==> src/hw/rtl/crp_pkg.sv <==
// shared types, constants and tables for the cartesian to polar radar block
`default_nettype none
package crp_pkg;

  localparam int CORDIC_STAGES = 16;
  localparam int CORDIC_IDX_W  = $clog2(CORDIC_STAGES);
  localparam int SQRT_STAGES   = 32;
  localparam int DIV_STAGES    = 33;
  // bearing waits until the divider chain is done
  localparam int BRG_DELAY     = SQRT_STAGES + DIV_STAGES + 2 - CORDIC_STAGES;

  localparam logic [7:0] REG_MIN_ABS_POS_X      = 8'd0;
  localparam logic [7:0] REG_MIN_RADIUS_SQUARED = 8'd1;

  localparam logic [15:0] MIN_ABS_POS_X_RST      = 16'd7;
  localparam logic [31:0] MIN_RADIUS_SQUARED_RST = 32'd429497;

  localparam logic signed [34:0] PI_Q30      = 35'sd3373259426;
  localparam logic signed [17:0] BEARING_MAX = 18'sd25736;

  localparam logic [29:0] ATAN_Q30 [32] = '{
    30'd843314857, 30'd497837829, 30'd263043837, 30'd133525159, 30'd67021687,
    30'd33543516, 30'd16775851, 30'd8388437, 30'd4194283, 30'd2097149,
    30'd1048576, 30'd524288, 30'd262144, 30'd131072, 30'd65536, 30'd32768,
    30'd16384, 30'd8192, 30'd4096, 30'd2048, 30'd1024, 30'd512, 30'd256,
    30'd128, 30'd64, 30'd32, 30'd16, 30'd8, 30'd4, 30'd2, 30'd1, 30'd0
  };

  typedef struct packed {
    logic valid;
    logic guard;
    logic neg;
  } side_t;

  typedef struct packed {
    side_t        side;
    logic [63:0]  rad;
    logic [33:0]  rem;
    logic [31:0]  root;
    logic [63:0]  mag;
  } sqrt_t;

  typedef struct packed {
    side_t        side;
    logic         ovf;
    logic [31:0]  divisor;
    logic [31:0]  rem;
    logic [32:0]  dvd;
    logic [32:0]  quo;
  } div_t;

  typedef struct packed {
    logic signed [35:0] x;
    logic signed [35:0] y;
    logic signed [34:0] z;
  } cordic_t;

endpackage
`default_nettype wire

==> src/hw/rtl/crp_cordic_cell.sv <==
// one micro-rotation cell of the vectoring cordic
`default_nettype none
module crp_cordic_cell
  import crp_pkg::*;
(
  input  wire logic                    clk,
  input  wire logic                    adv,
  input  wire logic [CORDIC_IDX_W-1:0] idx,
  input  wire cordic_t                 d,
  output cordic_t                      q
);

  cordic_t            q_r;
  cordic_t            q_nxt;
  logic signed [35:0] x;
  logic signed [35:0] y;
  logic signed [35:0] xs;
  logic signed [35:0] ys;
  logic signed [34:0] ang;

  always_comb begin
    x   = d.x;
    y   = d.y;
    xs  = x >>> idx;
    ys  = y >>> idx;
    ang = $signed({5'b00000, ATAN_Q30[5'(idx)]});
    if (!y[35]) begin
      q_nxt.x = x + ys;
      q_nxt.y = y - xs;
      q_nxt.z = d.z + ang;
    end else begin
      q_nxt.x = x - ys;
      q_nxt.y = y + xs;
      q_nxt.z = d.z - ang;
    end
  end

  always_ff @(posedge clk) begin
    if (adv) begin
      q_r <= q_nxt;
    end
  end

  assign q = q_r;

endmodule
`default_nettype wire

==> config.mk <==
export PLATFORM = sky130hd
export DESIGN_NAME = crp_cordic_cell
export DESIGN_NICKNAME = d
export VERILOG_FILES = /design/src/hw/rtl/crp_pkg.sv /design/src/hw/rtl/crp_cordic_cell.sv
export SDC_FILE = /design/constraint.sdc
export NUM_CORES = 1
export LEC_CHECK = 0
export ABC_AREA = 1
export BUFFER_PORTS_ARGS = -buffer_cell sky130_fd_sc_hd__buf_2
export CORE_MARGIN = 2
export CORE_UTILIZATION = 57
export DETAILED_ROUTE_END_ITERATION = 6
export PLACE_DENSITY_LB_ADDON = 0.25
export SLEW_MARGIN = 40
export SYNTH_ARGS = -nofsm -noshare
export SYNTH_HDL_FRONTEND = slang
export SYNTH_SLANG_ARGS = --single-unit
export TNS_END_PERCENT = 10
==> constraint.sdc <==
create_clock -name clk -period 12.1 [get_ports clk]
set_input_delay 2.42 -clock clk [delete_from_list [all_inputs] [get_ports clk]]
set_output_delay 2.42 -clock clk [all_outputs]
set_load 0.03 [all_outputs]
# After elaboration in Yosys (flattened, before gate mapping)
# Memory sizes are Yosys's and may differ from the RTL's.
# Index checks and enable logic that the tools add are counted.
[word_totals]
mem_count = 1
elab_cells = 17
out_inout_bits = 107
rom_bits = 960
reg_bits = 107
[memory_table]
columns = ["memory", "depth", "width", "read_ports", "rd_clocked_by_memory_dff", "write_ports", "line", "text"]
rows = [
  ["(no name shown)", 32, 30, 1, 0, 0, "crp_cordic_cell.sv:26", "ang = $signed({5'b00000, ATAN_Q30[5'(idx)]});"],
]
[op_classes]
bitwise_logic = 1
order_cmp = 1
n_addsub = 6
n_mux = 3
n_shift = 2
[op_table]
columns = ["op", "count"]
rows = [
  ["$mux 107", 1],
  ["$add 36x36->36", 2],
  ["$sshr 36x4->36", 2],
  ["$sub 36x36->36", 2],
  ["$mux 30", 2],
  ["$add 35x31->35", 1],
  ["$sub 35x31->35", 1],
  ["$ge 6x6->1 const B", 1],
  ["$not 4->6", 1],
]

# Depth between registers and ports, before layout
[depth]
depth_word = 6
ltp_mapped = 31
ltp_nobuf = 30

# Least setup slack after synthesis
# OpenSTA, ideal clock, no wires.
[synth_timing]
kind = "input-to-reg"
from = "in idx[2]"
to = "reg q_r, in the netlist q[101] (data pin)"
required_ns = 11.835
n_path_buf = 3
setup_time_ns = 0.265
t_arrival_ns = 5.633
path_stages = 19
slack_ns = 6.202
path_cell_list = "buf_6 buf_6 clkbuf_1 nand3_1 nand3_1 nand2_1 ha_1 or2_2 nand2_1 inv_1 fa_1 o21ai_0 nand2_1 nand2_1 a21oi_1 o21ai_0 a21oi_1 o21ai_0 xor2_1"
[synth_rtl]
columns = ["element", "line", "text"]
rows = [
  ["from (decl)", "crp_cordic_cell.sv:8", "input wire logic [CORDIC_IDX_W-1:0] idx,"],
  ["to (signal assigned)", "crp_cordic_cell.sv:40", "q_r <= q_nxt;"],
  ["to (decl)", "crp_cordic_cell.sv:13", "cordic_t q_r;"],
]

==> flow_summary.yaml <==
clock_tree:
  clkTransAtPathRegs_ns: 0.08
  cts_hold_buffers: 0
  cts_resized: 0
  cts_buffer_depth: 2
  numCtsBuffers: 9
  clockRootBuffer: "clkbuf_16"
  htreeDepth: 3
  cts_setup_buffers: 0
  cts_num_sinks: 107
  cts_tree: "done"
final_layout:
  area_delta_synth_final_pct: 9.50
  largest_reg_flops: 107
  final_util_pct: 63.3
  fillCellCount: 2785
  drive_above_1_share_pct: 11.1
  fin_cells: 3136
  final_net_count: 2983
  final_area_um2: 17500
place:
  dp_hpwl_um: 44800
  placed_cells: 3118
  dpl_cell_area_um2: 17200
  gp_congestion: 1.01
  portBuffers: 219
floorplanning:
  dieHeight_um: 172
  fp.dieW_um: 172
  io_pins: 220
  std_cell_rows: 61
  initial_utilization_pct: 57.8
  fp.coreArea_um2: 27700
  dieArea_um2: 29500
grt:
  grt_pass1_vias: 16200
  track_usage_pct: 36.4
  globalRouteMet3Util_pct: 4.99
  antenna_found_initial: 2
  top_usage_layer: "met2"
  use_met2_pct: 59.1
  grt_pass1_wl_um: 83700
  overflow: 0
  grt_max_degree: 88
  grt_use_met1_pct: 47.6
synthesis:
  synth-edff-count: 107
  synth_area_leaders: "edfxtp_1, nand2_1, nand3_1, ha_1, xor2_1"
  ys_seq_elements: 107
  postSynthCellCount: 2589
  synth-seq-area-share_pct: 20.1
  synth_top_area_share_pct: 20.1
  synth_most_common_cell: "nand2_1"
  ys.flop_type: "edfxtp_1"
  yosysWarnings: 0
  ys_top_cells_by_count: "nand2_1, nand3_1, nor2_1, inv_1, a21oi_1"
  synth.net_count: 2820
  synth_cell_types: 53
  syn-cell-area_um2: 16000
  synth_largest_area_cell: "edfxtp_1"
  async_flop_share_pct: 0
  post_synth.cell_area_avg_um2: 6.19
sta:
  relSlewSlack_pct: 32.1
  fin_crit_ns: 7.55
  finalHoldViolations: 0
  fin_crit_sh_pct: 62.4
  whs_ns: 2.37
  final_max_slew_viol_count: 0
  tightest_slew_ns: 1.01
  setup_tns_ns: 0
  max_clock_freq_ghz: 0.133
  setup_violations: 0
  rsz0062_at_grt: "no"
route:
  vias_per_cell: 5.86
  drc: 0
  finalWirelength_um: 55100
  wl_per_cell_um: 17.6
  vias: 18400
  ant_nets: 0
  drt_iter0_markers: 2244
  first_pass_iters: 6
setup_path:
  endpoint_kind: "flop"
  cp_data_required_time_ns: 12.22
  start_kind: "primary input"
  path_buf_inv: 7
  worst_path_most_repeated_cell: "nand2_1"
  crit_path_max_incr_delay_ns: 0.87
  cpMaxStageDelayCell: "nor4_1"
  cp.arrival_ns: 7.67
  crit_type: "primary input to flop"
  cp_max_fo: 79
  critical_path.top_delay_family: "simple AND/OR/NAND/NOR gates"
pwr:
  ir_drop_mv: 0.105
  power_density_nw_per_um2: 127
  leakagePower_nw: 8.65
run_status:
  outcome: "complete, no violations"
job:
  drv_cap: 0
worst_hold_path:
  hp-class: "primary input to flop"
-- cells by family (layout without fill, tap and decap cells) --
group | count (synthesis) | in the layout | synth area share [%]
xor gates and xnor gates | 161 | 161 | 8.85
buffers and inverters | 310 | 478 | 8.44
AOI/OAI and AO/OA | 356 | 356 | 12.9
and+or+nand+nor | 1537 | 1537 | 40.4
other | 0 | 1 | 0
adders and majority gates | 118 | 118 | 9.35
DFF | 107 | 107 | 20.1
-- layout by cell type (no fill, tap or decap), types with 5 or more instances in the layout --
cell type	instances
o21ai_2	10
xnor2_1	41
edfxtp_1	107
nand2_1	840
nor4_1	7
ha_1	115
a21o_1	15
nor2_1	254
o21a_1	11
a21oi_1	146
inv_2	12
a31oi_1	19
o21bai_1	10
clkbuf_16	9
a21oi_2	5
o221ai_1	10
xor2_1	119
o21ai_0	85
inv_1	218
nand4_1	24
nor3_1	9
nand3_1	368
buf_2	218
nor2_2	10
buf_4	7
o211ai_1	6
o21ai_1	24
-- layout make-up --
| type | instances | area, um^2 | area share, % |
|---|---|---|---|
| inverter | 234 | 887 | 5.06 |
| multi-input combinational | 2172 | 11500 | 65.4 |
| tap | 378 | 473 | 2.70 |
| sequential | 107 | 3210 | 18.3 |
| antenna | 1 | 2.50 | 0.0143 |
| timing repair buffer | 228 | 1190 | 6.76 |
| clock inverter | 6 | 78.8 | 0.449 |
| clock buffer | 10 | 229 | 1.30 |
-- worst paths after layout --
kind / start / endpoint / slack (ns) / cells after the start
worst max-delay path: idx[0] / q[105]$_DFFE_PP_ / 4.55 / 28
worst min-delay path: d[35] / q[35]$_DFFE_PP_ / 2.37 / 2
-- routing by layer --
layer | wire length [um] | vias up
met4 | 2620 | 4
li1 | - | 8969
met3 | 4690 | 143
met5 | 19 | -
met2 | 24900 | 968
met1 | 22900 | 8289
-- power by group --
part	internal (mW)	switching (mW)
Combinational	0.404	0.919
Clock	0.167	0.163
Sequential	0.552	0.0230
Total	1.12	1.11
-- through the flow --
stage / power, mW / setup slack, ns
final: 2.23 / 4.55
after floorplan: 1.53 / 6.20
after CTS: 2.21 / 4.79
after detailed placement: 1.88 / 4.41
after global placement: 1.86 / 4.24
after global routing: 2.37 / 4.20
Power figures use the tool's default switching activity.
