[config.mk]
export PLATFORM = sky130hd
export DESIGN_NAME = crp_sqrt_cell
export DESIGN_NICKNAME = d
export VERILOG_FILES = /design/src/hw/rtl/crp_pkg.sv /design/src/hw/rtl/crp_sqrt_cell.sv
export SDC_FILE = /design/constraint.sdc
export NUM_CORES = 1
export LEC_CHECK = 0
export BUFFER_PORTS_ARGS = -buffer_cell sky130_fd_sc_hd__buf_2
export CELL_PAD_IN_SITES_DETAIL_PLACEMENT = 1
export CELL_PAD_IN_SITES_GLOBAL_PLACEMENT = 1
export CORE_ASPECT_RATIO = 1.1
export CORE_UTILIZATION = 30
export CTS_CLUSTER_DIAMETER = 120
export CTS_CLUSTER_SIZE = 24
export DETAILED_ROUTE_END_ITERATION = 10
export PLACE_DENSITY = 0.69
export REMOVE_ABC_BUFFERS = 1
export SYNTH_ARGS = -nofsm -noshare
export SYNTH_HDL_FRONTEND = slang
export SYNTH_SLANG_ARGS = --single-unit
[constraint.sdc]
create_clock -name clk -period 14.6 [get_ports clk]
set_input_delay 3.65 -clock clk [delete_from_list [all_inputs] [get_ports clk]]
set_output_delay 3.65 -clock clk [all_outputs]
set_load 0.02 [all_outputs]
[src/hw/rtl/crp_pkg.sv]
// shared types, constants and tables for the cartesian to polar radar block
`default_nettype none
package crp_pkg;

  localparam int CORDIC_STAGES = 16;
  localparam int CORDIC_IDX_W  = $clog2(CORDIC_STAGES);
  localparam int SQRT_STAGES   = 32;
  localparam int DIV_STAGES    = 33;
  // bearing waits until the divider chain is done
  localparam int BRG_DELAY     = SQRT_STAGES + DIV_STAGES + 2 - CORDIC_STAGES;

  localparam logic [7:0] REG_MIN_ABS_POS_X      = 8'd0;
  localparam logic [7:0] REG_MIN_RADIUS_SQUARED = 8'd1;

  localparam logic [15:0] MIN_ABS_POS_X_RST      = 16'd7;
  localparam logic [31:0] MIN_RADIUS_SQUARED_RST = 32'd429497;

  localparam logic signed [34:0] PI_Q30      = 35'sd3373259426;
  localparam logic signed [17:0] BEARING_MAX = 18'sd25736;

  localparam logic [29:0] ATAN_Q30 [32] = '{
    30'd843314857, 30'd497837829, 30'd263043837, 30'd133525159, 30'd67021687,
    30'd33543516, 30'd16775851, 30'd8388437, 30'd4194283, 30'd2097149,
    30'd1048576, 30'd524288, 30'd262144, 30'd131072, 30'd65536, 30'd32768,
    30'd16384, 30'd8192, 30'd4096, 30'd2048, 30'd1024, 30'd512, 30'd256,
    30'd128, 30'd64, 30'd32, 30'd16, 30'd8, 30'd4, 30'd2, 30'd1, 30'd0
  };

  typedef struct packed {
    logic valid;
    logic guard;
    logic neg;
  } side_t;

  typedef struct packed {
    side_t        side;
    logic [63:0]  rad;
    logic [33:0]  rem;
    logic [31:0]  root;
    logic [63:0]  mag;
  } sqrt_t;

  typedef struct packed {
    side_t        side;
    logic         ovf;
    logic [31:0]  divisor;
    logic [31:0]  rem;
    logic [32:0]  dvd;
    logic [32:0]  quo;
  } div_t;

  typedef struct packed {
    logic signed [35:0] x;
    logic signed [35:0] y;
    logic signed [34:0] z;
  } cordic_t;

endpackage
`default_nettype wire

[src/hw/rtl/crp_sqrt_cell.sv]
// one digit cell of the pipelined integer square root
`default_nettype none
module crp_sqrt_cell
  import crp_pkg::*;
(
  input  wire logic  clk,
  input  wire logic  rst_n,
  input  wire logic  adv,
  input  wire sqrt_t d,
  output sqrt_t      q
);

  sqrt_t       q_r;
  sqrt_t       q_nxt;
  logic [35:0] rem_sh;
  logic [35:0] trial;

  always_comb begin
    rem_sh = {d.rem, d.rad[63:62]};
    trial  = {2'b00, d.root, 2'b01};
    q_nxt      = d;
    q_nxt.rad  = {d.rad[61:0], 2'b00};
    if (rem_sh >= trial) begin
      q_nxt.rem  = 34'(rem_sh - trial);
      q_nxt.root = {d.root[30:0], 1'b1};
    end else begin
      q_nxt.rem  = rem_sh[33:0];
      q_nxt.root = {d.root[30:0], 1'b0};
    end
  end

  always_ff @(posedge clk) begin
    if (!rst_n) begin
      q_r.side.valid <= 1'b0;
    end else if (adv) begin
      q_r <= q_nxt;
    end
  end

  assign q = q_r;

endmodule
`default_nettype wire

# Word level (Yosys, flattened, before mapping)
# Index checks and enable logic that the tools add are counted.
classes:
  magnitude_cmp: 1
  mux: 1
  add_sub_neg: 1
  n_reduce_logical: 1
ops:
  columns: ["cell", "count"]
  rows:
  - ["$mux W66", 1]
  - ["$ge A36 B34 Y1", 1]
  - ["$sub A34 B34 Y34", 1]
  - ["$reduce_and A2 Y1", 1]
totals:
  inputBits: 200
  register_bits: 195
  word_cells: 11

# Depth between registers and ports, before layout
logic_depth:
  ltp_word: 2
  mapped_depth: 13
  ltp_nobuf: 10

# Worst setup path before layout
# Ideal clock, no wire load.
synth_timing:
  path_kind: "input to register"
  start: "input adv"
  end: "register q_r, in the netlist q[0], enable pin"
  n_path_buf: 0
  arrival_ns: 8.054
  t_required_ns: 14.023
  path_stages: 1
  slack_ns: 5.969
  setup_time_ns: 0.577
  cell_sequence: "and2_1"
synth_between:
  elab_chain_cells: 1
synth_lines:
  columns: ["element", "line_no", "text"]
  rows:
  - ["start: declaration", "crp_sqrt_cell.sv:8", "input wire logic adv,"]
  - ["$reduce_and A2 Y1 (no line)", null, null]
  - ["end signal: assignment", "crp_sqrt_cell.sv:36", "q_r <= q_nxt;"]
  - ["end: declaration", "crp_sqrt_cell.sv:13", "sqrt_t q_r;"]
# No other way between the ends.
# A chain may end at the register's enable or synchronous reset.

==> impl_metrics.tcl <==
set metrics [dict create \
    cts_tree "yes" \
    clock.fmax_ghz 0.1496 \
    placed_cell_area_um2 10620 \
    combPwrFrac 0.182 \
    cp-end-kind "register" \
    worstSetupEndpoint "q[123]" \
    worstPathMaxFanout 37 \
    syn_inst 564 \
    swShare 0.2962 \
    dieHeight_um 175.9 \
    synth-async-reset-ratio 0 \
    synth_edf_count 194 \
    ys_types 58 \
    clock_sinks 195 \
    synthAdderAreaFrac 0.05160 \
    fp-row-count 63 \
    cp.arrival_ns 6.88 \
    grt_pass1_vias 6450 \
    busiest_layer "met2" \
    largest_register_ffs 195 \
    viasPerCell 4.663 \
    final-max-slew-violation-count 0 \
    synthTopCellsByCount "edfxtp_1 (194), nand2_1 (48), inv_1 (41)" \
    drtIter0Drc 353 \
    wl_per_cell_um 21.79 \
    ys_ff_latch 195 \
    path_clk_slew_ns 0.08 \
    cts_setup_buffers 0 \
    synth_xor_area_frac 0.02975 \
    p_clk_frac 0.336 \
    h-tree-depth 4 \
    die_w_um 160.1 \
    fillers 2996 \
    crit_start "d[71]" \
    synth_compound_area_frac 0.1047 \
    start_kind "input pin" \
    status "complete, no violations" \
    antenna_violating_nets_post_route 0 \
    yosysMostFrequentCell "edfxtp_1" \
    final_area_um2 11220 \
    antenna_found_initial 10 \
    yosysTopAreaCell "edfxtp_1" \
    grt_max_degree 81 \
    start_util 0.3058 \
    via_count 6253 \
    ys_seq_area_frac 0.7091 \
    power.net_switching_uw 415.5 \
    irDropWorstVdd_mv 0.05046 \
    drive_gt1_frac 0.4480 \
    rr_startpoint "q[196]" \
    setup_ws_ns 7.916 \
    slew_headroom 0.2957 \
    cts_buffer_depth 2 \
    grt_use_met1 0.2226 \
    p_leak_uw 0.004869 \
    tightest_slew_ns 1.056 \
    grt_pass1_wl_mm 41.72 \
    grt_setup_unrepaired "false" \
    final_nets 1201 \
    dp_hpwl_mm 23.35 \
    fin_setup_tns_ns 0 \
    drv_cap 0 \
    fin_crit_sh 0.4578 \
    cts_buffers 17 \
    rr_endpoint "q[196]" \
    synth-simple-area-share 0.06769 \
    use_met3 0.1058 \
    drt-total-wl_mm 29.22 \
    min_period_ns 6.684 \
    dp_worst_setup_slack_ns 7.374 \
    drc 0 \
    internal_power_uw 987.6 \
    hold_start "q[196]" \
    hold_path_class "reg2reg" \
    ys.flop_type "edfxtp_1" \
    syn2layout_area_growth_pct 36.12 \
    netlist.area_leader.share 0.7066 \
    port_buffers 394 \
    synth_top_family_by_area "compound AO/OA/AOI/OAI gates" \
    power_density_nw_per_um2 125.0 \
    final_hold_viol_count 0 \
    finalClockSkew_ns 0 \
    critPathRequiredTime_ns 14.79 \
    critPathKind "in2reg" \
    grt.total_usage 0.2056 \
    synth.area.top_cells "edfxtp_1 (71%), ha_1 (5.2%), nand2_1 (2.2%)" \
    core_um2 26960 \
    reg2reg_slack_ns 13.97 \
    seqCellArea_um2 5846 \
    p_seq_frac 0.483 \
    r2r_cells 2 \
    root_buffer "clkbuf_16" \
    ios 397 \
    dr.pass1.iters 4 \
    yosys_warnings 0 \
    setup-violations-final 0 \
    overflow 0 \
    clock_latency_ns 0.44 \
    multi_input_area_um2 2177 \
    hold_depth 2 \
    ctsHoldBuffers 0 \
    finish.utilization 0.4163 \
    use_met2 0.3444 \
    synth_area_um2 8244 \
    cts_resized 0 \
    globalplace.congestion 0.8286 \
    muxShareOfSynthArea 0.008954 \
    die_area_um2 28150 \
    syn_area_per_cell_um2 14.62 \
]
==> worst max-delay path, stage by stage <==
cell      delay, ns
buf_2          0.09
inv_1          0.04
ha_1           0.38
a21o_1         0.24
o41ai_1        0.40
o211ai_1       0.27
a211oi_1       0.31
o21a_2         0.64
buf_4          0.41
inv_2          0.10
mux2_1         0.31
==> metal layers <==
layer / vias to the layer above / part of all wire
li1: 2929 / -
met4: 12 / 0.022
met5: - / 0.0027
met2: 236 / 0.49
met1: 3033 / 0.38
met3: 43 / 0.11
==> cells in the final DEF (no fill, tap or decap), types with 14 or more instances in the layout <==
cell type and n:
a21o_1 21, a21oi_1 26, buf_2 394, clkbuf_16 17
edfxtp_1 194, ha_1 34, inv_1 41, nand2_1 48
nor2_1 14, o21ai_1 31, xor2_1 16
==> cell families after synthesis <==
| group | count (synthesis) |
|---|---|
| XOR/XNOR | 28 |
| AO/OA/AOI/OAI | 129 |
| flip-flops | 195 |
| adder cells (fa/ha/maj) | 34 |
| multiplexers | 7 |
| buffers and inverters | 56 |
| other | 1 |
| AND/OR/NAND/NOR | 114 |
==> worst min path at each step <==
stage                        end  slack [ns]
after floorplan           q[196]        0.59
after global placement    q[196]        0.51
after CTS                 q[196]        0.56
final                     q[196]        0.57
after detailed placement  q[196]        0.54
after global routing      q[196]        0.60
==> per-stage QoR <==
stage | hold slack, ns | std cells | total power [µW]
floorplan | 0.5893 | 551 | 841.7
global placement | 0.5053 | 1305 | 941.5
detailed placement | 0.5375 | 1305 | 947.6
CTS | 0.5629 | 1337 | 1423
global route | 0.5973 | 1337 | 1459
finish | 0.5658 | 1341 | 1403
==> power by group through the flow <==
stage / sequential [µW] / combinational (µW) / clock, µW
finish: 677 / 255 / 471
global route: 681 / 275 / 503
CTS: 678 / 259 / 487
detailed placement: 690 / 258 / 0
global placement: 688 / 253 / 0
floorplan: 748 / 93.8 / 0
==> area by class of cell <==
| type | instances | share of cell area |
|---|---|---|
| antenna | 4 | 0.0008920 |
| clock buffer | 18 | 0.03824 |
| clock inverter | 14 | 0.01438 |
| inverter | 42 | 0.01405 |
| multi-input combinational | 314 | 0.1940 |
| sequential | 195 | 0.5209 |
| tap | 357 | 0.03980 |
| timing repair buffer | 397 | 0.1777 |
(Power assumes the default switching activity.)
