`config.mk`:
```
export PLATFORM = sky130hd
export DESIGN_NAME = crp_div_cell
export DESIGN_NICKNAME = d
export VERILOG_FILES = /design/src/hw/rtl/crp_pkg.sv /design/src/hw/rtl/crp_div_cell.sv
export SDC_FILE = /design/constraint.sdc
export NUM_CORES = 1
export LEC_CHECK = 0
export ABC_CLOCK_PERIOD_IN_PS = 5630
export BUFFER_PORTS_ARGS = -buffer_cell sky130_fd_sc_hd__buf_2
export CORE_MARGIN = 2
export CORE_UTILIZATION = 40
export CTS_CLUSTER_SIZE = 14
export DETAILED_ROUTE_END_ITERATION = 8
export PLACE_DENSITY = 0.78
export SYNTH_ARGS = -nofsm -noshare
export SYNTH_HDL_FRONTEND = slang
export SYNTH_SLANG_ARGS = --single-unit
```
`constraint.sdc`:
```
create_clock -name clk -period 5.63 [get_ports clk]
set_input_delay 0 -clock clk [delete_from_list [all_inputs] [get_ports clk]]
set_output_delay 0 -clock clk [all_outputs]
set_load 0.01 [all_outputs]
```
`src/hw/rtl/crp_pkg.sv`:
```
// shared types, constants and tables for the cartesian to polar radar block
`default_nettype none
package crp_pkg;

  localparam int CORDIC_STAGES = 16;
  localparam int CORDIC_IDX_W  = $clog2(CORDIC_STAGES);
  localparam int SQRT_STAGES   = 32;
  localparam int DIV_STAGES    = 33;
  // bearing waits until the divider chain is done
  localparam int BRG_DELAY     = SQRT_STAGES + DIV_STAGES + 2 - CORDIC_STAGES;

  localparam logic [7:0] REG_MIN_ABS_POS_X      = 8'd0;
  localparam logic [7:0] REG_MIN_RADIUS_SQUARED = 8'd1;

  localparam logic [15:0] MIN_ABS_POS_X_RST      = 16'd7;
  localparam logic [31:0] MIN_RADIUS_SQUARED_RST = 32'd429497;

  localparam logic signed [34:0] PI_Q30      = 35'sd3373259426;
  localparam logic signed [17:0] BEARING_MAX = 18'sd25736;

  localparam logic [29:0] ATAN_Q30 [32] = '{
    30'd843314857, 30'd497837829, 30'd263043837, 30'd133525159, 30'd67021687,
    30'd33543516, 30'd16775851, 30'd8388437, 30'd4194283, 30'd2097149,
    30'd1048576, 30'd524288, 30'd262144, 30'd131072, 30'd65536, 30'd32768,
    30'd16384, 30'd8192, 30'd4096, 30'd2048, 30'd1024, 30'd512, 30'd256,
    30'd128, 30'd64, 30'd32, 30'd16, 30'd8, 30'd4, 30'd2, 30'd1, 30'd0
  };

  typedef struct packed {
    logic valid;
    logic guard;
    logic neg;
  } side_t;

  typedef struct packed {
    side_t        side;
    logic [63:0]  rad;
    logic [33:0]  rem;
    logic [31:0]  root;
    logic [63:0]  mag;
  } sqrt_t;

  typedef struct packed {
    side_t        side;
    logic         ovf;
    logic [31:0]  divisor;
    logic [31:0]  rem;
    logic [32:0]  dvd;
    logic [32:0]  quo;
  } div_t;

  typedef struct packed {
    logic signed [35:0] x;
    logic signed [35:0] y;
    logic signed [34:0] z;
  } cordic_t;

endpackage
`default_nettype wire

```
`src/hw/rtl/crp_div_cell.sv`:
```
// one quotient bit cell of the pipelined restoring divider
`default_nettype none
module crp_div_cell
  import crp_pkg::*;
(
  input  wire logic clk,
  input  wire logic rst_n,
  input  wire logic adv,
  input  wire div_t d,
  output div_t      q
);

  div_t        q_r;
  div_t        q_nxt;
  logic [32:0] rem_sh;

  always_comb begin
    rem_sh    = {d.rem, d.dvd[32]};
    q_nxt     = d;
    q_nxt.dvd = {d.dvd[31:0], 1'b0};
    if (rem_sh >= {1'b0, d.divisor}) begin
      q_nxt.rem = 32'(rem_sh - {1'b0, d.divisor});
      q_nxt.quo = {d.quo[31:0], 1'b1};
    end else begin
      q_nxt.rem = rem_sh[31:0];
      q_nxt.quo = {d.quo[31:0], 1'b0};
    end
  end

  always_ff @(posedge clk) begin
    if (!rst_n) begin
      q_r.side.valid <= 1'b0;
    end else if (adv) begin
      q_r <= q_nxt;
    end
  end

  assign q = q_r;

endmodule
`default_nettype wire

```
=== Word-level counts from Yosys, hierarchy flattened ===
Index checks and enable logic that the tools add are counted.

* Memories: 0
* Bits in writable memories: 0
* Latch bits: 0
* Bits in read-only memories: 0
* Logic and storage cells: 13
* Register bits: 133
* Bits of input ports: 137

* Shifts and indexed selects: 0
* Divide/modulo/power cells: 0
* Add/subtract/negate cells: 1
* Eq/ne operators: 0
* Mux-type cells: 2
* $lt $le $gt $ge: 1
* Bitwise operators: 0
* Reductions and logical operators: 1
* Multipliers: 0

{| class="wikitable"
|+ Operators with widths
! kind !! number
|-
| 33-bit by 32-bit >= comparator with 1-bit output || 1
|-
| 32-bit 2-to-1 mux || 1
|-
| 32-bit subtractor || 1
|-
| 2-bit AND reduction || 1
|-
| 1-bit 2-to-1 mux || 1
|}

=== Depth between registers and ports, before layout ===
Gate-level depths: netlist of run 1.

* Word-level depth: 2
* Mapped depth: 12

=== Least setup slack after synthesis of run 1 ===
OpenSTA, ideal clock, no wires.

* Path type: input -> register
* Start point: input adv
* End point: register q_r, in the netlist q[0], enable pin
* Path buffers: 0
* Stages: 1
* Setup slack: 2.102 ns
* Data arrival time: 3.022 ns
* Data required time: 5.124 ns
* Cells stage by stage: and2_1

* Cells in the longest elaborated chain, start to end: 1

{| class="wikitable"
|+ RTL lines
! item !! line !! RTL
|-
| start, declared || crp_div_cell.sv:8 || <nowiki>input wire logic adv,</nowiki>
|-
| 2-bit AND reduction (no line) || -- ||
|-
| end signal, assigned || crp_div_cell.sv:34 || <nowiki>q_r <= q_nxt;</nowiki>
|-
| end, declared || crp_div_cell.sv:13 || <nowiki>div_t q_r;</nowiki>
|}

No other way between the ends.
A chain may end at the register's enable or synchronous reset.

==> metrics.md, run 1 <==
| Metric | Value |
|---|---|
| TritonCTS clock tree | built |
| Overall power | approximately 3.0 mW |
| Top sig layer | met4 |
| Reg-to-reg slack, setup | 4.44 ns |
| Internal | 2.211 mW |
| Syn Nets | about 650 |
| Final Cycle Share | 58.34% |
| Die Ht | 132.2 µm |
| Crit path kind | input port to flip-flop |
| Wire per inst | between 15 and 20 µm |
| Startpoint Class | input port |
| Most frequent cells in the layout | buf_2 (268), dlygate4sd3_1 (133), edfxtp_1 (132), inv_1 (42), ha_1 (32) |
| Sw frac | 26.48% |
| Seq/Total Area, Yosys | about three fifths |
| HPWL Detailed | between 10000 and 15000 µm |
| Fillers | 1187 |
| Clock Power Share | 39.9% |
| Switching Power | 796.5 µW |
| Combinational group share of total power | 20.0% |
| P&R area growth vs syn | 52.69% |
| Seq pwr share | 40.1% |
| Quantity of I/O buffers inserted on ports | 268 |
| WL final | 20600 µm |
| Fmax | 304.5 MHz |
| Die X | 132.2 µm |
| Largest register FFs | 133 |
| Drt initial violations | 341 |
| Clock Latency Late Sink | around 0.42 ns |
| Worst VDD drop | 0.0001872 V |
| EDFF count, synth | roughly 130 |
| Pleak | 4.479 nW |
| Yosys cell types | 57 |
| Via density | around 4.9 |
| Predominant post-synthesis flop cell | edfxtp_1 |
| Critical Path End Type | flip-flop |
| Async SR Flop Fraction | 0% |
| Antenna Violating Nets Remaining | 0 |
| Metal2 WL | 10370 µm |
| Max-slew headroom | 37.95% |
| Met1 WL | approximately 8000 µm |
| Overflow after GRT | 0 |
| Worst hold path type | input port to flip-flop |
| Vias in the first global route | 5660 |
| Min-delay src | d[97] |
| Hold Vio Cnt, Final | 0 |
| Clk pin slew, worst setup/hold paths | roughly 0.060 ns |
| # H-tree levels | 4 |
| Final setup violation count | 0 |
| Worst Skew | 0 ns |
| Layout cells sized above 1 | 38.10% |
| Row Count | 46 |
| Met3 Wirelength | around 1300 µm |
| # DRC | 0 |
| Worst-margin pin slew | around 0.93 ns |
| First-pass GRT wire length | 31370 µm |
| Max-Cap Viols | 0 |
| Initial Util | 41.08% |
| Gr usage total | 23.61% |
| Synth warnings | 0 |
| Number of top-level pins | 271 |
| Post-Synthesis Cell Area | approximately 6600 µm² |
| Num CTS Buffers | 17 |
| Slew Limit Fails | 0 |
| Outcome | complete, no violations |
| Placer congestion estimate | 0.8120 |
| Nets | 1052 |
| CP required | ~5.8 ns |
| Tmin final | 3.285 ns |
| Post-Synthesis Cells | between 400 and 500 |
| Max Fanout on Critical Path | 33 |
| Syn Area/Cell | 13.81 µm² |
| Critical Path Start | d[101] |
| Register bit total from synthesis | 133 |
| Cell Pwr Density | 299.7 nW/µm² |
| WP data arrival | around 3.5 ns |
| Vias | 5457 |
| Initial antenna violation count | 1 |
| Clock Path Buffers | 2 |
| Clock root cell | clkbuf_16 |
| RSZ-0062 raised after global routing | no |
| Fin Setup TNS | 0 ns |
| Clk sinks | 133 |
| Die area | about 17000 µm² |
| Most common cell after layout, fill and taps aside | buf_2 |
| Largest net degree at the start of global routing | 70 |
| Core Box Area | 16000 µm² |
| Drt pass-1 iters | 5 |
| FF-to-FF Start | q[133]$_SDFFE_PN0P_ |
cell families after synthesis:
kind of cell | share of synthesized area [%]
AOI/OAI and AO/OA | 11.06
xor gates and xnor gates | 3.465
adders and majority gates | 6.396
buffers and inverters | 4.359
DFF | 60.61
muxes | 7.291
other | 0.05706
and+or+nand+nor | 6.758
synth_stat cells, types with 3 or more instances:
library cell / instances / area (µm²)
a21boi_0: 3 / 22.52
a21o_1: 16 / 120.1
a21oi_1: 27 / 135.1
a31oi_1: 7 / 43.79
buf_2: 3 / 15.01
buf_4: 3 / 22.52
buf_6: 7 / 78.83
edfxtp_1: 132 / 3964
ha_1: 32 / 400.4
inv_1: 42 / 157.7
mux2_2: 3 / 33.78
mux2_4: 25 / 375.4
mux2i_1: 7 / 70.07
nand2_1: 21 / 78.83
nand3_1: 8 / 40.04
nand4_1: 9 / 56.30
nor2_1: 23 / 86.33
nor2b_1: 5 / 31.28
nor3_1: 7 / 35.03
o211ai_1: 4 / 30.03
o21a_1: 3 / 22.52
o21ai_0: 15 / 75.07
o21bai_1: 5 / 37.54
o31ai_1: 4 / 30.03
xnor2_1: 19 / 166.4
xor2_1: 7 / 61.31
area by class of cell:
cell class	instances	area [µm²]	share of cell area, %
well taps	216	270.3	2.693
multi-input cells	285	2305	22.96
flip-flops and latches	133	3984	39.70
clock inverters	14	190.2	1.895
diodes	1	2.502	0.02493
clock buffers	18	439.2	4.376
inverters	42	157.7	1.571
repair buffers	403	2688	26.78
critical path, stage by stage:
cell and delay [ns]:
dlygate4sd3_1 0.52, buf_2 0.11, inv_1 0.04, ha_1 0.35
nand3_1 0.15, o21ba_1 0.31, o211a_1 0.23, a21oi_2 0.11
a31oi_4 0.28, a31oi_4 0.17, o41ai_4 0.22, buf_4 0.56
mux2_2 0.40
layer usage:
layer / track usage (%) / vias to the layer above
li1: - / 2588
met1: 26.53 / 2573
met2: 41.23 / 246
met3: 6.574 / 50
met4: 11.77 / 0
met5: 0 / -
final timing paths:
path                                       endpoint  cells after the start
worst max-delay path                q[69]$_DFFE_PP_                     13
worst min-delay path                q[95]$_DFFE_PP_                      4
worst max register to register  q[133]$_SDFFE_PN0P_                      3
worst min register to register  q[133]$_SDFFE_PN0P_                      3
per-stage QoR:
stage	worst slack (ns)	instances	util, %	hold WS, ns	area (µm²)
final	2.345	1112	62.72	0.1250	10040
after global routing	2.152	1112	62.72	0.1257	10040
after CTS	2.328	1111	62.71	0.1092	10030
after detailed placement	2.449	946	50.45	0.1781	8073
after global placement	2.501	946	50.45	0.1769	8073
after floorplan	2.102	476	-	0.09887	6573
power by group through the flow:
stage	clock network (mW)	registers [mW]	logic, mW
floorplan	0	1.27	0.294
global placement	0	1.22	0.508
detailed placement	0	1.22	0.518
CTS	1.21	1.20	0.595
global route	1.26	1.21	0.649
finish	1.20	1.21	0.601
what timing repair did:
| item | CTS | global route |
|---|---|---|
| hold buffers | 133 | 0 |
| endpoints found under the hold margin | 132 | 0 |
| gates resized for setup | 0 | 0 |
| buffers inserted | 0 | 0 |
(Power assumes the default switching activity.)
==> run 2, diff against run 1 <==
- ABC_CLOCK_PERIOD_IN_PS: 5630 -> 3000
- PLACE_DENSITY: 0.78 -> 0.81
- clock period: 5.63 -> 3 ns (I/O delays scaled with it)
==> metrics.md, run 2 (same netlist as run 1, synthesis figures left out) <==
| Metric | Value |
|---|---|
| Via density | 4.958 |
| CP required | 3.17 ns |
| Outcome | complete, no violations |
| Drt initial violations | approximately 300 |
| Startpoint Class | input port |
| Largest register FFs | approximately 130 |
| Worst-margin pin slew | 0.6089 ns |
| Pre-CTS setup slack | 0.08666 ns |
| Gr usage total | a little under a quarter |
| Drt pass-1 iters | 5 |
| Clock Latency Late Sink | a little over 0.4 ns |
| Internal | 4.148 mW |
| RSZ-0062 raised after global routing | yes |
| Combinational group share of total power | 21.3% |
| Critical Path End Type | flip-flop |
| Final Cell Area | 10270 µm² |
| Cell Pwr Density | 544.3 nW/µm² |
| CP peak stage delay | 0.52 ns |
| Clock Power Share | 38.2% |
| # H-tree levels | 4 |
| Clock root cell | clkbuf_16 |
| Fin Setup TNS | 0 ns |
| Number of top-level pins | between 200 and 300 |
| HPWL Detailed | 13420 µm |
| Slew Limit Fails | 0 |
| Nets | between 1000 and 1500 |
| Antenna Violating Nets Remaining | 0 |
| Worst hold path type | input port to flip-flop |
| Most frequent cells in the layout | buf_2 (268), dlygate4sd3_1 (132), edfxtp_1 (132), inv_1 (42), a21oi_1 (27) |
| Crit path max-delay cell type | dlygate4sd3_1 |
| Fmax | 343.5 MHz |
| Vias in the first global route | approximately 5700 |
| Setup slack after layout | 0.08909 ns |
| Die area | ~17000 µm² |
| Initial Util | 41.08% |
| Num CTS Buffers | 17 |
| WP data arrival | ~3.1 ns |
| Pleak | roughly 4.5 nW |
| CP Cell Sequence | dlygate4sd3_1 -> buf_2 -> inv_1 -> ha_1 -> nor2b_2 -> o21ba_4 -> o211a_4 -> a21oi_4 -> a31oi_4 -> a31oi_4 -> o41ai_4 -> buf_4 -> buf_12 -> mux2_4 |
| TritonCTS clock tree | built |
| Tmin final | 2.911 ns |
| Most common cell after layout, fill and taps aside | buf_2 |
| Die Ht | 132.2 µm |
| Switching Power | 1.443 mW |
| Clk pin slew, worst setup/hold paths | 0.07 ns |
| Overall power | 5.591 mW |
| Crit path kind | input port to flip-flop |
| Quantity of I/O buffers inserted on ports | 268 |
| Clock Path Buffers | 2 |
| # DRC | 0 |
| P&R area growth vs syn | 56.27% |
| Row Count | 46 |
| Layout cells sized above 1 | roughly two fifths |
| Wire per inst | 18.49 µm |
| Most common cell on crit path | a31oi_4 |
| Worst VDD drop | around 0.00039 V |
| Largest net degree at the start of global routing | 48 |
| Antenna Cells | 0 |
| Hold Vio Cnt, Final | 0 |
| Placer congestion estimate | 0.8350 |
| WL final | 20810 µm |
| First-pass GRT wire length | roughly 32000 µm |
| Vias | roughly 5600 |
| Max-slew headroom | 59.41% |
| Clk sinks | 133 |
| Die X | about 130 µm |
| Max Fanout on Critical Path | 16 |
| Overflow after GRT | 0 |
| Sw frac | 25.81% |
| Max-Cap Viols | 0 |
| Final setup violation count | 0 |
| Core Box Area | around 16000 µm² |
| Placed cell area | 8200 µm² |
| Final core occ | around 64% |
| Final Cycle Share | 97.03% |
| Initial antenna violation count | 0 |
| Seq pwr share | 40.5% |
| Worst Skew | 0 ns |
run 2: repair_timing:
| item | 4_1_cts | 5_1_grt |
|---|---|---|
| resized for setup | 0 | 24 |
| setup buffers | 0 | 4 |
| hold endpoints to repair | 131 | 0 |
| setup endpoints to repair | 0 | 29 |
| hold buffers | 132 | 0 |
run 2: per-layer routing:
metal	vias to the layer above	GRT usage, %	share of wire, %
met1	2649	25.89	38
met3	55	6.882	7.1
met4	0	11.29	4.5
li1	2623	-	-
met2	251	41.75	51
met5	-	0	0
run 2: worst max-delay path, delay by kind of cell:
family / cells / cell delay [ns]
buf+inv: 5 / 1.03
simple gates: 1 / 0.18
compound gates: 6 / 1.26
fa+ha+maj: 1 / 0.28
mux: 1 / 0.32
run 2: through the flow:
stage,hold slack [ns],std cells
2_1_floorplan,0.09887,476
3_3_place_gp,0.1768,958
3_5_place_dp,0.1785,958
4_1_cts,0.01059,1121
5_1_grt,0.02776,1125
6_report,0.03152,1125
run 2: path summary, 6_finish.rpt:
check                           slack (ns)  cells after the start                  end           startpoint
worst max-delay path                  0.09                     14      q[75]$_DFFE_PP_                d[99]
worst min-delay path                  0.03                      3      q[95]$_DFFE_PP_                d[94]
worst max register to register        1.73                      3  q[133]$_SDFFE_PN0P_  q[133]$_SDFFE_PN0P_
worst min register to register        1.21                      3  q[133]$_SDFFE_PN0P_  q[133]$_SDFFE_PN0P_
run 2: layout make-up:
type / count / area (µm²)
fillers: 1171 / 5729
flip-flops and latches: 133 / 3984
repair buffers: 418 / 2835
multi-input cells: 285 / 2422
clock buffers: 18 / 429.2
well taps: 216 / 270.3
clock inverters: 13 / 172.7
inverters: 42 / 157.7
run 2: power groups by stage:
stage                     Sequential (mW)  Clock, mW  Combinational, mW
after floorplan                      2.38          0              0.552
after global placement               2.29          0              0.976
after detailed placement             2.29          0              0.996
after CTS                            2.26       2.16               1.14
after global routing                 2.28       2.24               1.28
final                                2.27       2.13               1.19
==> run 3, diff against run 2 <==
- REMOVE_ABC_BUFFERS: default -> 1
==> metrics.md, run 3 (same netlist as run 1, synthesis figures left out) <==
| Metric | Value |
|---|---|
| Outcome | complete, no violations |
| Clk pin slew, worst setup/hold paths | 0.06 ns |
| Largest register FFs | about 130 |
| CP Cell Sequence | dlygate4sd3_1 -> buf_2 -> inv_1 -> ha_2 -> nand2_1 -> nor3_4 -> o2bb2ai_1 -> a21oi_2 -> a31oi_4 -> a31oi_4 -> o41ai_4 -> buf_6 -> buf_12 -> mux2_2 |
| TritonCTS clock tree | built |
| CP Buf/Inv Count | 5 |
| # H-tree levels | 4 |
| Num CTS Buffers | 17 |
| Quantity of I/O buffers inserted on ports | 268 |
| Crit path max-delay cell type | dlygate4sd3_1 |
| Placer congestion estimate | 0.8630 |
| Worst-margin pin slew | about 0.58 ns |
| WL final | 21630 µm |
| Via density | 5.020 |
| Layout cells sized above 1 | 39.74% |
| Max-slew headroom | between 60% and 70% |
| Startpoint Class | input port |
| CP required | 3.16 ns |
| Die Ht | 132.2 µm |
| P&R area growth vs syn | 55.26% |
| Gr usage total | between 20% and 30% |
| Number of top-level pins | 271 |
| Max-Cap Viols | 0 |
| Setup slack after layout | 0.05470 ns |
| CP delay by family, top | buffers and inverters |
| Final setup violation count | 0 |
| Worst hold path type | input port to flip-flop |
| Clk sinks | 133 |
| Overall power | roughly 5.6 mW |
| Most common cell after layout, fill and taps aside | buf_2 |
| Clock Path Buffers | 2 |
| Cell Pwr Density | roughly 550 nW/µm² |
| Clock root cell | clkbuf_16 |
| Slew Limit Fails | 0 |
| Core Box Area | 16000 µm² |
| Die area | roughly 17000 µm² |
| First-pass GRT wire length | 32310 µm |
| Most common cell on crit path | a31oi_4 |
| Drt initial violations | 324 |
| Drt pass-1 iters | 4 |
| Largest net degree at the start of global routing | 107 |
| Vias in the first global route | 5772 |
| Pre-CTS setup slack | 0.1338 ns |
| Hold Vio Cnt, Final | 0 |
| Most frequent cells in the layout | buf_2 (268), dlygate4sd3_1 (133), edfxtp_1 (132), inv_1 (42) |
| Antenna Violating Nets Remaining | 0 |
| Initial Util | 41.08% |
| Nets | between 1000 and 1500 |
| Vias | 5642 |
| # DRC | 0 |
| Pleak | 4.519 nW |
| Tmin final | 2.945 ns |
| Wire per inst | 19.24 µm |
| Worst VDD drop | 0.0003834 V |
| Critical Path End Type | flip-flop |
| Clock Latency Late Sink | 0.41 ns |
| Die X | 132.2 µm |
| Final Cycle Share | between 90% and 100% |
| Worst Skew | 0 ns |
| Overflow after GRT | 0 |
| WP data arrival | 3.10 ns |
| Crit path kind | input port to flip-flop |
| CP peak stage delay | 0.54 ns |
| Fmax | 339.5 MHz |
| Max Fanout on Critical Path | 10 |
| Row Count | between 40 and 50 |
| HPWL Detailed | 13520 µm |
| Initial antenna violation count | 1 |
run 3: path summary, 6_finish.rpt:
kind | startpoint | to | slack [ns] | cells past startpoint
setup reg to reg | q[133]$_SDFFE_PN0P_ | q[133]$_SDFFE_PN0P_ | 1.82 | 3
hold / removal | d[97] | q[95]$_DFFE_PP_ | 0.15 | 4
setup / recovery | d[111] | q[97]$_DFFE_PP_ | 0.05 | 14
hold reg to reg | q[133]$_SDFFE_PN0P_ | q[133]$_SDFFE_PN0P_ | 1.11 | 3
run 3: area by class of cell:
class	instances	area [µm²]
Antenna cell	2	5.005
Clock buffer	18	429.2
Clock inverter	14	166.4
Fill cell	1207	5796
Inverter	42	157.7
Multi-Input combinational cell	285	2364
Sequential cell	133	3984
Tap cell	216	270.3
Timing Repair Buffer	414	2829
run 3: layer usage:
metal	up-vias	global-route usage, %	part of all wire, %
met3	54	6.228	6.6
met4	0	11.53	4.4
met2	271	43.17	51
met1	2692	27.26	38
met5	-	0	0
li1	2625	-	-
run 3: tightest hold or removal path, stage by stage:
cell and delay, ns:
buf_2 0.15, a2111oi_4 0.06, o21bai_1 0.15, o211ai_1 0.08
run 3: per-stage QoR:
stage	utilization (%)	instances	area (µm²)	hold WS, ns	setup TNS [ns]
floorplan	-	460	6444	0.09887	-88.44
finish	63.78	1124	10200	0.1517	0
detailed placement	50.94	953	8150	0.1784	0
global route	63.76	1123	10200	0.1696	-0.04005
CTS	62.98	1118	10080	0.1261	0
global placement	50.94	953	8150	0.1769	0
run 3: report_power, final:
part	internal (mW)	switching, mW
logic	0.599	0.586
clock network	1.25	0.875
registers	2.23	0.0434
run 3: timing repair:
item / in CTS / in global routing
buffers inserted: 0 / 3
gates resized for setup: 0 / 15
hold endpoints to repair: 132 / 0
setup endpoints to repair: 0 / 28
hold buffers: 133 / 0
